$ cat config.mk
export PLATFORM = sky130hd
export DESIGN_NAME = lru_page_replacement
export DESIGN_NICKNAME = d
export VERILOG_FILES = /design/src/lrp_pkg.sv /design/src/lru_page_replacement.sv /design/src/lrp_cam.sv /design/src/lrp_stack.sv
export SDC_FILE = /design/constraint.sdc
export NUM_CORES = 1
export LEC_CHECK = 0
export ABC_AREA = 1
export BUFFER_PORTS_ARGS = -buffer_cell sky130_fd_sc_hd__buf_2
export CORE_ASPECT_RATIO = 0.75
export CORE_UTILIZATION = 60
export CTS_BUF_LIST = sky130_fd_sc_hd__clkbuf_4 sky130_fd_sc_hd__clkbuf_8
export DETAILED_ROUTE_END_ITERATION = 10
export PLACE_DENSITY = 0.78
export SLEW_MARGIN = 0
export SYNTH_ARGS = -nofsm -noshare
export SYNTH_HDL_FRONTEND = slang
export SYNTH_SLANG_ARGS = --single-unit
$ cat constraint.sdc
create_clock -name i_clk -period 4.9 [get_ports i_clk]
set_input_delay 0.735 -clock i_clk [delete_from_list [all_inputs] [get_ports i_clk]]
set_output_delay 0.735 -clock i_clk [all_outputs]
set_load 0.02 [all_outputs]
$ cat src/lrp_pkg.sv
package lrp_pkg;

    localparam int FRAMES     = 16;
    localparam int PAGE_BITS  = 8;
    localparam int FRAME_BITS = (FRAMES > 1) ? $clog2(FRAMES) : 1;
    localparam int FILL_BITS  = $clog2(FRAMES + 1);
    localparam int CFG_BITS   = 5;
    localparam int CLAMP_BITS = (CFG_BITS > FILL_BITS) ? CFG_BITS : FILL_BITS;
    localparam int COUNT_BITS = 16;
    localparam int USED_BITS  = 4;

    localparam logic [CFG_BITS-1:0] CFG_RESET = CFG_BITS'(4);

    typedef logic [PAGE_BITS-1:0]  t_page;
    typedef logic [FRAME_BITS-1:0] t_frame;
    typedef logic [FILL_BITS-1:0]  t_fill;

    // recency stack update: move a frame to the top, or push a new frame
    typedef struct packed {
        logic   move;
        logic   push;
        t_frame frame;
        t_fill  fill;
    } t_stk_cmd;

endpackage

$ cat src/lru_page_replacement.sv
// LRU page replacement over a fully associative frame table. Each word on the
// input channel is one page reference; each result word gives fault (miss),
// the frame now holding the page and the saturating fault count. One reference
// is taken every cycle while the output is not stalled. The page is
// registered at acceptance; one stage then does the associative compare over
// all frame tags and the recency stack shift, and writes the result register
// as soon as that register is free. A stalled result holds the input
// register, which then stalls the input channel.
// Writing i_cfg_data sets the number of frames in use (0 acts as 1, values
// above the table size act as the table size) and clears the table and the
// fault count at once; write it only while no reference is in flight.
module lru_page_replacement (
    input  logic                          i_clk,
    input  logic                          i_rst_n,
    input  logic                          i_cfg_we,
    input  logic [lrp_pkg::CFG_BITS-1:0]  i_cfg_data,
    input  logic                          i_in_valid,
    output logic                          o_in_stall,
    input  logic [lrp_pkg::PAGE_BITS-1:0] i_page_number,
    output logic                          o_out_valid,
    input  logic                          i_out_stall,
    output logic                          o_fault,
    output logic [lrp_pkg::USED_BITS-1:0] o_frame_used,
    output logic [lrp_pkg::COUNT_BITS-1:0] o_fault_total
);
    import lrp_pkg::*;

    logic [CFG_BITS-1:0]   r_cfg;
    logic                  r_in_vld;
    t_page                 r_page;
    t_fill                 r_fill;
    logic [COUNT_BITS-1:0] r_faults;
    logic [COUNT_BITS-1:0] n_faults;
    logic                  r_out_vld;
    logic                  r_fault;
    logic [USED_BITS-1:0]  r_used;
    logic [COUNT_BITS-1:0] r_total;

    logic                  advance;
    logic                  cam_hit;
    t_frame                hit_frame;
    t_frame                victim;
    t_frame                frame;
    logic                  full;
    t_fill                 n_active;
    logic [CLAMP_BITS-1:0] cfg_ext;
    logic [FRAME_BITS+USED_BITS-1:0] used_ext;
    t_stk_cmd              stk_cmd;

    assign advance    = r_in_vld && (!r_out_vld || !i_out_stall);
    assign o_in_stall = r_in_vld && !advance;

    // effective frame count
    always_comb begin
        cfg_ext = CLAMP_BITS'(r_cfg);
        if (cfg_ext == '0) begin
            cfg_ext = CLAMP_BITS'(1);
        end else if (cfg_ext > CLAMP_BITS'(FRAMES)) begin
            cfg_ext = CLAMP_BITS'(FRAMES);
        end
        n_active = FILL_BITS'(cfg_ext);
    end

    assign full  = (r_fill >= n_active);
    assign frame = cam_hit ? hit_frame : (full ? victim : r_fill[FRAME_BITS-1:0]);

    always_comb begin
        stk_cmd.move  = advance && (cam_hit || full);
        stk_cmd.push  = advance && !cam_hit && !full;
        stk_cmd.frame = frame;
        stk_cmd.fill  = r_fill;
    end

    lrp_cam u_cam (
        .i_clk       (i_clk),
        .i_rst_n     (i_rst_n),
        .i_clr       (i_cfg_we),
        .i_page      (r_page),
        .i_we        (advance && !cam_hit),
        .i_wr_frame  (frame),
        .o_hit       (cam_hit),
        .o_hit_frame (hit_frame)
    );

    lrp_stack u_stack (
        .i_clk    (i_clk),
        .i_cmd    (stk_cmd),
        .o_victim (victim)
    );

    assign n_faults = (!cam_hit && r_faults != '1) ? r_faults + 1'b1 : r_faults;
    assign used_ext = {{USED_BITS{1'b0}}, frame};

    always_ff @(posedge i_clk) begin
        if (!i_rst_n) begin
            r_cfg <= CFG_RESET;
        end else if (i_cfg_we) begin
            r_cfg <= i_cfg_data;
        end
    end

    // input register
    always_ff @(posedge i_clk) begin
        if (!i_rst_n) begin
            r_in_vld <= 1'b0;
        end else if (!o_in_stall) begin
            r_in_vld <= i_in_valid;
        end
    end

    always_ff @(posedge i_clk) begin
        if (!o_in_stall && i_in_valid) begin
            r_page <= i_page_number;
        end
    end

    always_ff @(posedge i_clk) begin
        if (!i_rst_n || i_cfg_we) begin
            r_fill   <= '0;
            r_faults <= '0;
        end else if (advance) begin
            r_faults <= n_faults;
            if (stk_cmd.push) begin
                r_fill <= r_fill + 1'b1;
            end
        end
    end

    // result register: hold while stalled, drop once taken
    always_ff @(posedge i_clk) begin
        if (!i_rst_n) begin
            r_out_vld <= 1'b0;
        end else if (advance) begin
            r_out_vld <= 1'b1;
        end else if (!i_out_stall) begin
            r_out_vld <= 1'b0;
        end
    end

    always_ff @(posedge i_clk) begin
        if (advance) begin
            r_fault <= !cam_hit;
            r_used  <= used_ext[USED_BITS-1:0];
            r_total <= n_faults;
        end
    end

    assign o_out_valid   = r_out_vld;
    assign o_fault       = r_fault;
    assign o_frame_used  = r_used;
    assign o_fault_total = r_total;

`ifndef SYNTH
    a_fill_bound: assert property (@(posedge i_clk) disable iff (!i_rst_n)
        r_fill <= n_active)
        else $error("fill count above frames in use");

    a_hit_needs_fill: assert property (@(posedge i_clk) disable iff (!i_rst_n)
        cam_hit |-> r_fill != '0)
        else $error("hit on an empty table");

    a_push_grows: assert property (@(posedge i_clk) disable iff (!i_rst_n)
        (stk_cmd.push && !i_cfg_we) |=> r_fill == $past(r_fill) + 1'b1)
        else $error("fill count did not advance on a free frame load");

    a_result_follows: assert property (@(posedge i_clk) disable iff (!i_rst_n)
        advance |=> o_out_valid)
        else $error("result lost after a lookup");

    a_hit_no_count: assert property (@(posedge i_clk) disable iff (!i_rst_n)
        (advance && cam_hit && !i_cfg_we) |=> r_faults == $past(r_faults))
        else $error("fault count moved on a hit");
`endif

endmodule

$ cat src/lrp_cam.sv
module lrp_cam (
    input  logic           i_clk,
    input  logic           i_rst_n,
    input  logic           i_clr,
    input  lrp_pkg::t_page i_page,
    input  logic           i_we,
    input  lrp_pkg::t_frame i_wr_frame,
    output logic           o_hit,
    output lrp_pkg::t_frame o_hit_frame
);
    import lrp_pkg::*;

    logic [FRAMES-1:0] r_valid;
    t_page             r_pages [FRAMES];
    logic [FRAMES-1:0] match;

    always_comb begin
        for (int i = 0; i < FRAMES; i++) begin
            match[i] = r_valid[i] && (r_pages[i] == i_page);
        end
    end

    // pages are unique, so at most one frame matches
    always_comb begin
        o_hit_frame = '0;
        for (int i = FRAMES - 1; i >= 0; i--) begin
            if (match[i]) begin
                o_hit_frame = FRAME_BITS'(i);
            end
        end
    end

    assign o_hit = |match;

    always_ff @(posedge i_clk) begin
        if (!i_rst_n || i_clr) begin
            r_valid <= '0;
        end else if (i_we) begin
            r_valid[i_wr_frame] <= 1'b1;
        end
    end

    always_ff @(posedge i_clk) begin
        if (i_we) begin
            r_pages[i_wr_frame] <= i_page;
        end
    end

endmodule

$ cat src/lrp_stack.sv
module lrp_stack (
    input  logic              i_clk,
    input  lrp_pkg::t_stk_cmd i_cmd,
    output lrp_pkg::t_frame   o_victim
);
    import lrp_pkg::*;

    t_frame            r_order [FRAMES];
    t_frame            n_order [FRAMES];
    logic [FRAMES-1:0] match;
    t_frame            pos;
    t_fill             top;

    assign top      = i_cmd.fill - 1'b1;
    assign o_victim = r_order[0];

    always_comb begin
        for (int i = 0; i < FRAMES; i++) begin
            match[i] = (r_order[i] == i_cmd.frame) && (i < int'(i_cmd.fill));
        end
    end

    always_comb begin
        pos = '0;
        for (int i = FRAMES - 1; i >= 0; i--) begin
            if (match[i]) begin
                pos = FRAME_BITS'(i);
            end
        end
    end

    always_comb begin
        n_order = r_order;
        if (i_cmd.move) begin
            // close the gap at pos and drop the frame on top
            for (int i = 0; i < FRAMES; i++) begin
                if (i >= int'(pos) && i < int'(top)) begin
                    n_order[i] = r_order[(i + 1) % FRAMES];
                end else if (i == int'(top)) begin
                    n_order[i] = i_cmd.frame;
                end
            end
        end else if (i_cmd.push) begin
            n_order[i_cmd.fill[FRAME_BITS-1:0]] = i_cmd.frame;
        end
    end

    always_ff @(posedge i_clk) begin
        r_order <= n_order;
    end

endmodule

### Word-level counts from Yosys, hierarchy flattened

Memories as Yosys holds them, arrays and structs flattened.
Cells that the tools add are included.

* logic and storage cells: 317
* bits in registers: 137
* input port bits: 18
* memory bits (writable): 128
* memories: 1

* reductions and logical operators: 87
* add/subtract/negate cells: 3
* eq/ne operators: 65
* $lt $le $gt $ge: 53
* bitwise logic cells: 2
* muxes and demuxes: 80

Memories
* u_cam.r_pages: depth 16, bits a word 8, rd ports 16, clocked after memory_dff 0, write ports 1, RTL line lrp_cam.sv:14 `t_page r_pages [FRAMES];`

Operator list (number)
* $mux 4: 67
* $eq 8x8->1: 16
* $mux 64: 2
* $lt 4x5->1 const A: 16
* $bwmux 64: 1
* $eq 4x4->1: 16
* $logic_and 1x1->1: 56
* $ne 3x1->1 const B: 16
* $eq 5x5->1 const A: 8
* $lt 3x5->1 const A: 8
* $reduce_and 2->1: 17
* $ge 4x4->1 const A: 7
* $eq 4x5->1 const A: 4
* $lt 1x5->1 const A: 4
* $lt 2x5->1 const A: 4
* $add 16x1->16 const B: 1
* $demux 4 s4: 1
* $ge 3x4->1 const A: 4
* $mux 16: 1
* $ne 16x16->1 const B: 1
* $or 16x16->16: 1
* $reduce_or 16->1: 1
* $eq 3x5->1 const A: 2
* $logic_not 5->1: 2
* 19 further kinds: 34

### Depth between registers and ports, before layout

An unclocked memory read counts as a cell.

* depth in word-level cells: 42
* mapped depth: 48
* depth with buffers taken out: 47

### By module

A second synthesis with hierarchy kept.

* cell total of the unflattened synthesis: 1689
* area, all modules: 14771.7 um^2

By module, submodules not included
* lrp_cam: cells an instance 592, sequential area each 4164.0 um^2, times used 1, area each 6510.0 um^2
* lrp_stack: cells an instance 734, sequential area each 1921.8 um^2, times used 1, area each 5412.7 um^2
* lru_page_replacement: cells an instance 363, sequential area each 1431.4 um^2, times used 1, area each 2849.0 um^2

### Least setup slack after synthesis

Ideal clock, no wire load.

* path type: reg-to-reg
* start: register r_cfg[0]
* end: register u_stack.r_order[56] (netlist bit) (enable)
* clock period less this slack: 4.414 ns
* library setup time: 0.374 ns
* data arrival time: 4.040 ns
* path buffers: 1
* setup slack: 0.486 ns
* stages on the path, launching flop included: 25
* path through: dfxtp_1 > or4_1 > nand2_1 > nand2_1 > ha_1 > a21oi_1 > o21a_1 > nand3_1 > inv_1 > nor2_1 > o21ai_2 > nand2_2 > buf_6 > xor2_1 > a2111oi_0 > nand3_1 > nand2_1 > nor2_2 > inv_2 > a21oi_2 > nor2_2 > inv_2 > nor2_2 > nand2_2 > a221oi_1

* word-level cells in the longest chain between the ends: 28
* elaborated cells on any way between the ends: 64

Ends and longest elaborated chain
* from (decl): RTL line lru_page_replacement.sv:28 `logic [CFG_BITS-1:0] r_cfg;`
* from (signal assigned): RTL line lru_page_replacement.sv:98 `r_cfg <= i_cfg_data;`
* $gt 5x5->1: RTL line lru_page_replacement.sv:58 `end else if (cfg_ext > CLAMP_BITS'(FRAMES)) begin`
* $mux 5: RTL line lru_page_replacement.sv:58
* $mux 5 (*): RTL line lru_page_replacement.sv:56 `if (cfg_ext == '0) begin`
* $ge 5x5->1 (*): RTL line lru_page_replacement.sv:64 `assign full = (r_fill >= n_active);`
* $mux 4 (2 in a row): RTL line lru_page_replacement.sv:65 `assign frame = cam_hit ? hit_frame : (full ? victim : r_fill[FRAME_BITS-1:0]);`
* $eq 4x4->1: RTL line lrp_stack.sv:19 `match[i] = (r_order[i] == i_cmd.frame) && (i < int'(i_cmd.fill));`
* $logic_and 1x1->1: RTL line lrp_stack.sv:19
* $mux 4 (16 in a row): RTL line lrp_stack.sv:26 `if (match[i]) begin`
* $ge 1x4->1: RTL line lrp_stack.sv:37 `if (i >= int'(pos) && i < int'(top)) begin`
* $logic_and 1x1->1: RTL line lrp_stack.sv:37
* $ne 3x1->1 (no source line)
* $reduce_and 2->1 (no source line) (*)
* to (signal assigned): RTL line lrp_stack.sv:49 `r_order <= n_order;`
* to (decl): RTL line lrp_stack.sv:8 `t_frame r_order [FRAMES];`

Mark *: on every way between the ends. The rest lies on a longest branch, timed or not.
A chain may end at the register's enable or synchronous reset.

==> results_dict.tcl <==
set metrics [dict create \
    status "complete, no violations" \
    clk_pin_slew_worst_paths_ns 0.06 \
    avgViaCountPerCell 5.86 \
    power.total_mw 5.34 \
    antenna_found_initial 0 \
    grt_pass1_wl_um 60300 \
    synth_fp_nets 1717 \
    switching_share_pct 27.2 \
    start_util_pct 61.1 \
    cts_hold_buf 0 \
    cap_violations 0 \
    dpl_cell_area_mm2 0.0154 \
    vdd.ir_drop.worst_mv 0.272 \
    synth.most_common_cell "nand2_1" \
    nets 1826 \
    setup_viol 0 \
    worst_pin_slew_ns 0.922 \
    fin_cells 2135 \
    place_inst 2034 \
    crit_arrival_ns 5.06 \
    cp_slowest_cell "or4_4" \
    die_h_um 137 \
    io_buffer_count 40 \
    die_width_um 182 \
    hold_class "input pin to flop" \
    relSlewSlack_pct 37.9 \
    wl_met2_um 16400 \
    n_antenna_cell 0 \
    finClkSkew_ns 0.0304 \
    synth_top_cell_area_share_pct 45.4 \
    p_int_mw 3.89 \
    drv_slew 0 \
    synth_area_leaders "edfxtp_1, nand2_1, dfxtp_1, nor2_1, inv_1" \
    final_cell_area_mm2 0.0168 \
    ys_seq_area_share_pct 51.4 \
    slowest_delay_ns 0.54 \
    ctsLongestPathBuffers 3 \
    grt_max_degree 43 \
    wl_per_cell_um 18.5 \
    crit_type "flop to flop" \
    grt_overflow_total 0 \
    wl_um 39500 \
    grt_usage_pct 31.3 \
    first_pass_iters 6 \
    setup.worst_path.end_class "flop" \
    clock.fmax_mhz 210 \
    synth_cells 1687 \
    postRouteAntennaNets 0 \
    p_comb_share_pct 14.5 \
    ys_ff_latch 265 \
    ios 41 \
    leakagePower_nw 6.94 \
    top_layer "met4" \
    synth.distinct_cells 56 \
    clkLatencyLatePin_ns 0.57 \
    async_flop_share_pct 0 \
    drt-initial-drc-count 1628 \
    synth_edf_count 221 \
    rsz0062_at_grt "yes" \
    cts.sinks 265 \
    route.met3.wl_um 4360 \
    ys_top_cells_by_count "nand2_1, edfxtp_1, nor2_1, inv_1, o21ai_0" \
    drive_above_1_share_pct 16.7 \
    synthToLayoutAreaGrowth_pct 15.0 \
    p_clk_share_pct 37.7 \
    p_seq_share_pct 47.7 \
    switching_power_mw 1.45 \
    syn_area_per_cell_um2 8.66 \
    fin_crit_ns 4.76 \
    p_per_area_mw_per_mm2 318 \
    cp-start-kind "flop" \
    cp_max_fo 10 \
    htreeDepth 2 \
    critical_path_buf_inv_count 3 \
    dr_total_vias 12521 \
    numCtsBuffers 41 \
    post-dp-hpwl_um 26800 \
    yosys.area.top_type "edfxtp_1" \
    hold_violations 0 \
    place.gp.congestion 1.01 \
    grt_pass1_vias 11355 \
    synth_flop_cell "edfxtp_1" \
    wl_met1_um 17900 \
    holdWs_ns 0.344 \
    core-area_mm2 0.0239 \
    netlist_area_mm2 0.0146 \
    n_fill_cell 1845 \
    drc 0 \
    worst_path_most_repeated_cell "nand2_1" \
    cts_tree "built" \
    required_ns 5.20 \
    ys_warn_count 0 \
    final.period_utilization_pct 97.1 \
    fp-row-count 49 \
    cts-root-buf "clkbuf_8" \
    die_area_mm2 0.0250 \
    cp_top_family "simple AND/OR/NAND/NOR gates" \
]
-- through the flow --
stage / TNS [ns] / utilization (%) / setup slack (ns)
3_3_place_gp: 0 / 64.4 / 0.106
4_1_cts: 0 / 68.3 / 0.00563
6_report: 0 / 70.3 / 0.141
3_5_place_dp: -0.352 / 64.4 / -0.0505
2_1_floorplan: 0 / - / 0.486
5_1_grt: -0.971 / 70.3 / -0.0638
-- cell families after synthesis --
| logic type | count (synthesis) | share of synthesized area [%] |
|---|---|---|
| xor gates and xnor gates | 93 | 5.57 |
| DFF | 265 | 51.4 |
| buffers and inverters | 265 | 7.67 |
| and+or+nand+nor | 743 | 22.4 |
| AOI/OAI and AO/OA | 309 | 11.9 |
| adders and majority gates | 12 | 1.03 |
-- layout by cell type, fill, tap and decap left out, types with 12 or more instances in the layout --
cell type,n
inv_1,177
nand3_1,75
inv_2,16
dfxtp_1,44
buf_2,40
nor4_1,13
xnor2_1,26
xor2_1,67
nand2_1,328
o22ai_1,32
a21oi_1,78
o21ai_0,94
buf_4,75
nand2_4,13
nor3_1,34
nor2_1,197
nand4_1,20
edfxtp_1,221
o21ai_1,51
or2_1,12
clkbuf_8,46
-- state kept, by name (all words and copies together), names as in the netlist, 4 cells and up --
signal            count
u_cam.r_pages       128
u_stack.r_order      60
o_fault_total        16
r_faults             16
u_cam.r_valid        16
r_page                8
r_cfg                 5
r_fill                5
o_frame_used          4
u_stack.o_victim      4
-- area by class of cell --
class / instances / area, um^2 / area share [%]
multi-input combinational: 1158 / 6210 / 37.0
clock inverter: 19 / 188 / 1.12
tap: 306 / 383 / 2.28
timing repair buffer: 129 / 1000 / 5.98
sequential: 265 / 7520 / 44.7
inverter: 201 / 779 / 4.64
clock buffer: 57 / 716 / 4.26
-- path summary, 6_finish.rpt --
check,startpoint,endpoint,slack (ns),depth (start not counted)
min,i_page_number[2],r_page[2]$_DFFE_PP_,0.34,1
max reg2reg,r_cfg[0]$_SDFFE_PN0P_,u_stack.r_order[21]$_DFFE_PP_,0.14,27
max,r_cfg[0]$_SDFFE_PN0P_,u_stack.r_order[21]$_DFFE_PP_,0.14,27
min reg2reg,u_cam.r_valid[14]$_SDFFE_PP0P_,u_cam.r_valid[14]$_SDFFE_PP0P_,0.46,2
-- power groups by stage --
| stage | Combinational [mW] | Sequential (mW) | Clock, mW |
|---|---|---|---|
| 2_1_floorplan | 0.435 | 2.60 | 0 |
| 3_3_place_gp | 0.682 | 2.59 | 0 |
| 3_5_place_dp | 0.696 | 2.60 | 0 |
| 4_1_cts | 0.699 | 2.55 | 2.03 |
| 5_1_grt | 0.830 | 2.55 | 2.13 |
| 6_report | 0.776 | 2.55 | 2.01 |
-- per-layer routing --
metal  vias to the layer above  track usage, %
li1                       5893               -
met1                      5843            47.1
met2                       705            44.9
met3                        80            7.85
met4                         0            8.50
met5                         -               0
-- timing repair --
| action | CTS | global route |
|---|---|---|
| gates resized for setup | 3 | 63 |
| buffers inserted | 0 | 23 |
| pin swaps | 0 | 15 |
| setup endpoints to repair | 12 | 120 |
| gates cloned | 0 | 2 |
No activity file was read; power rests on OpenSTA's default activity.
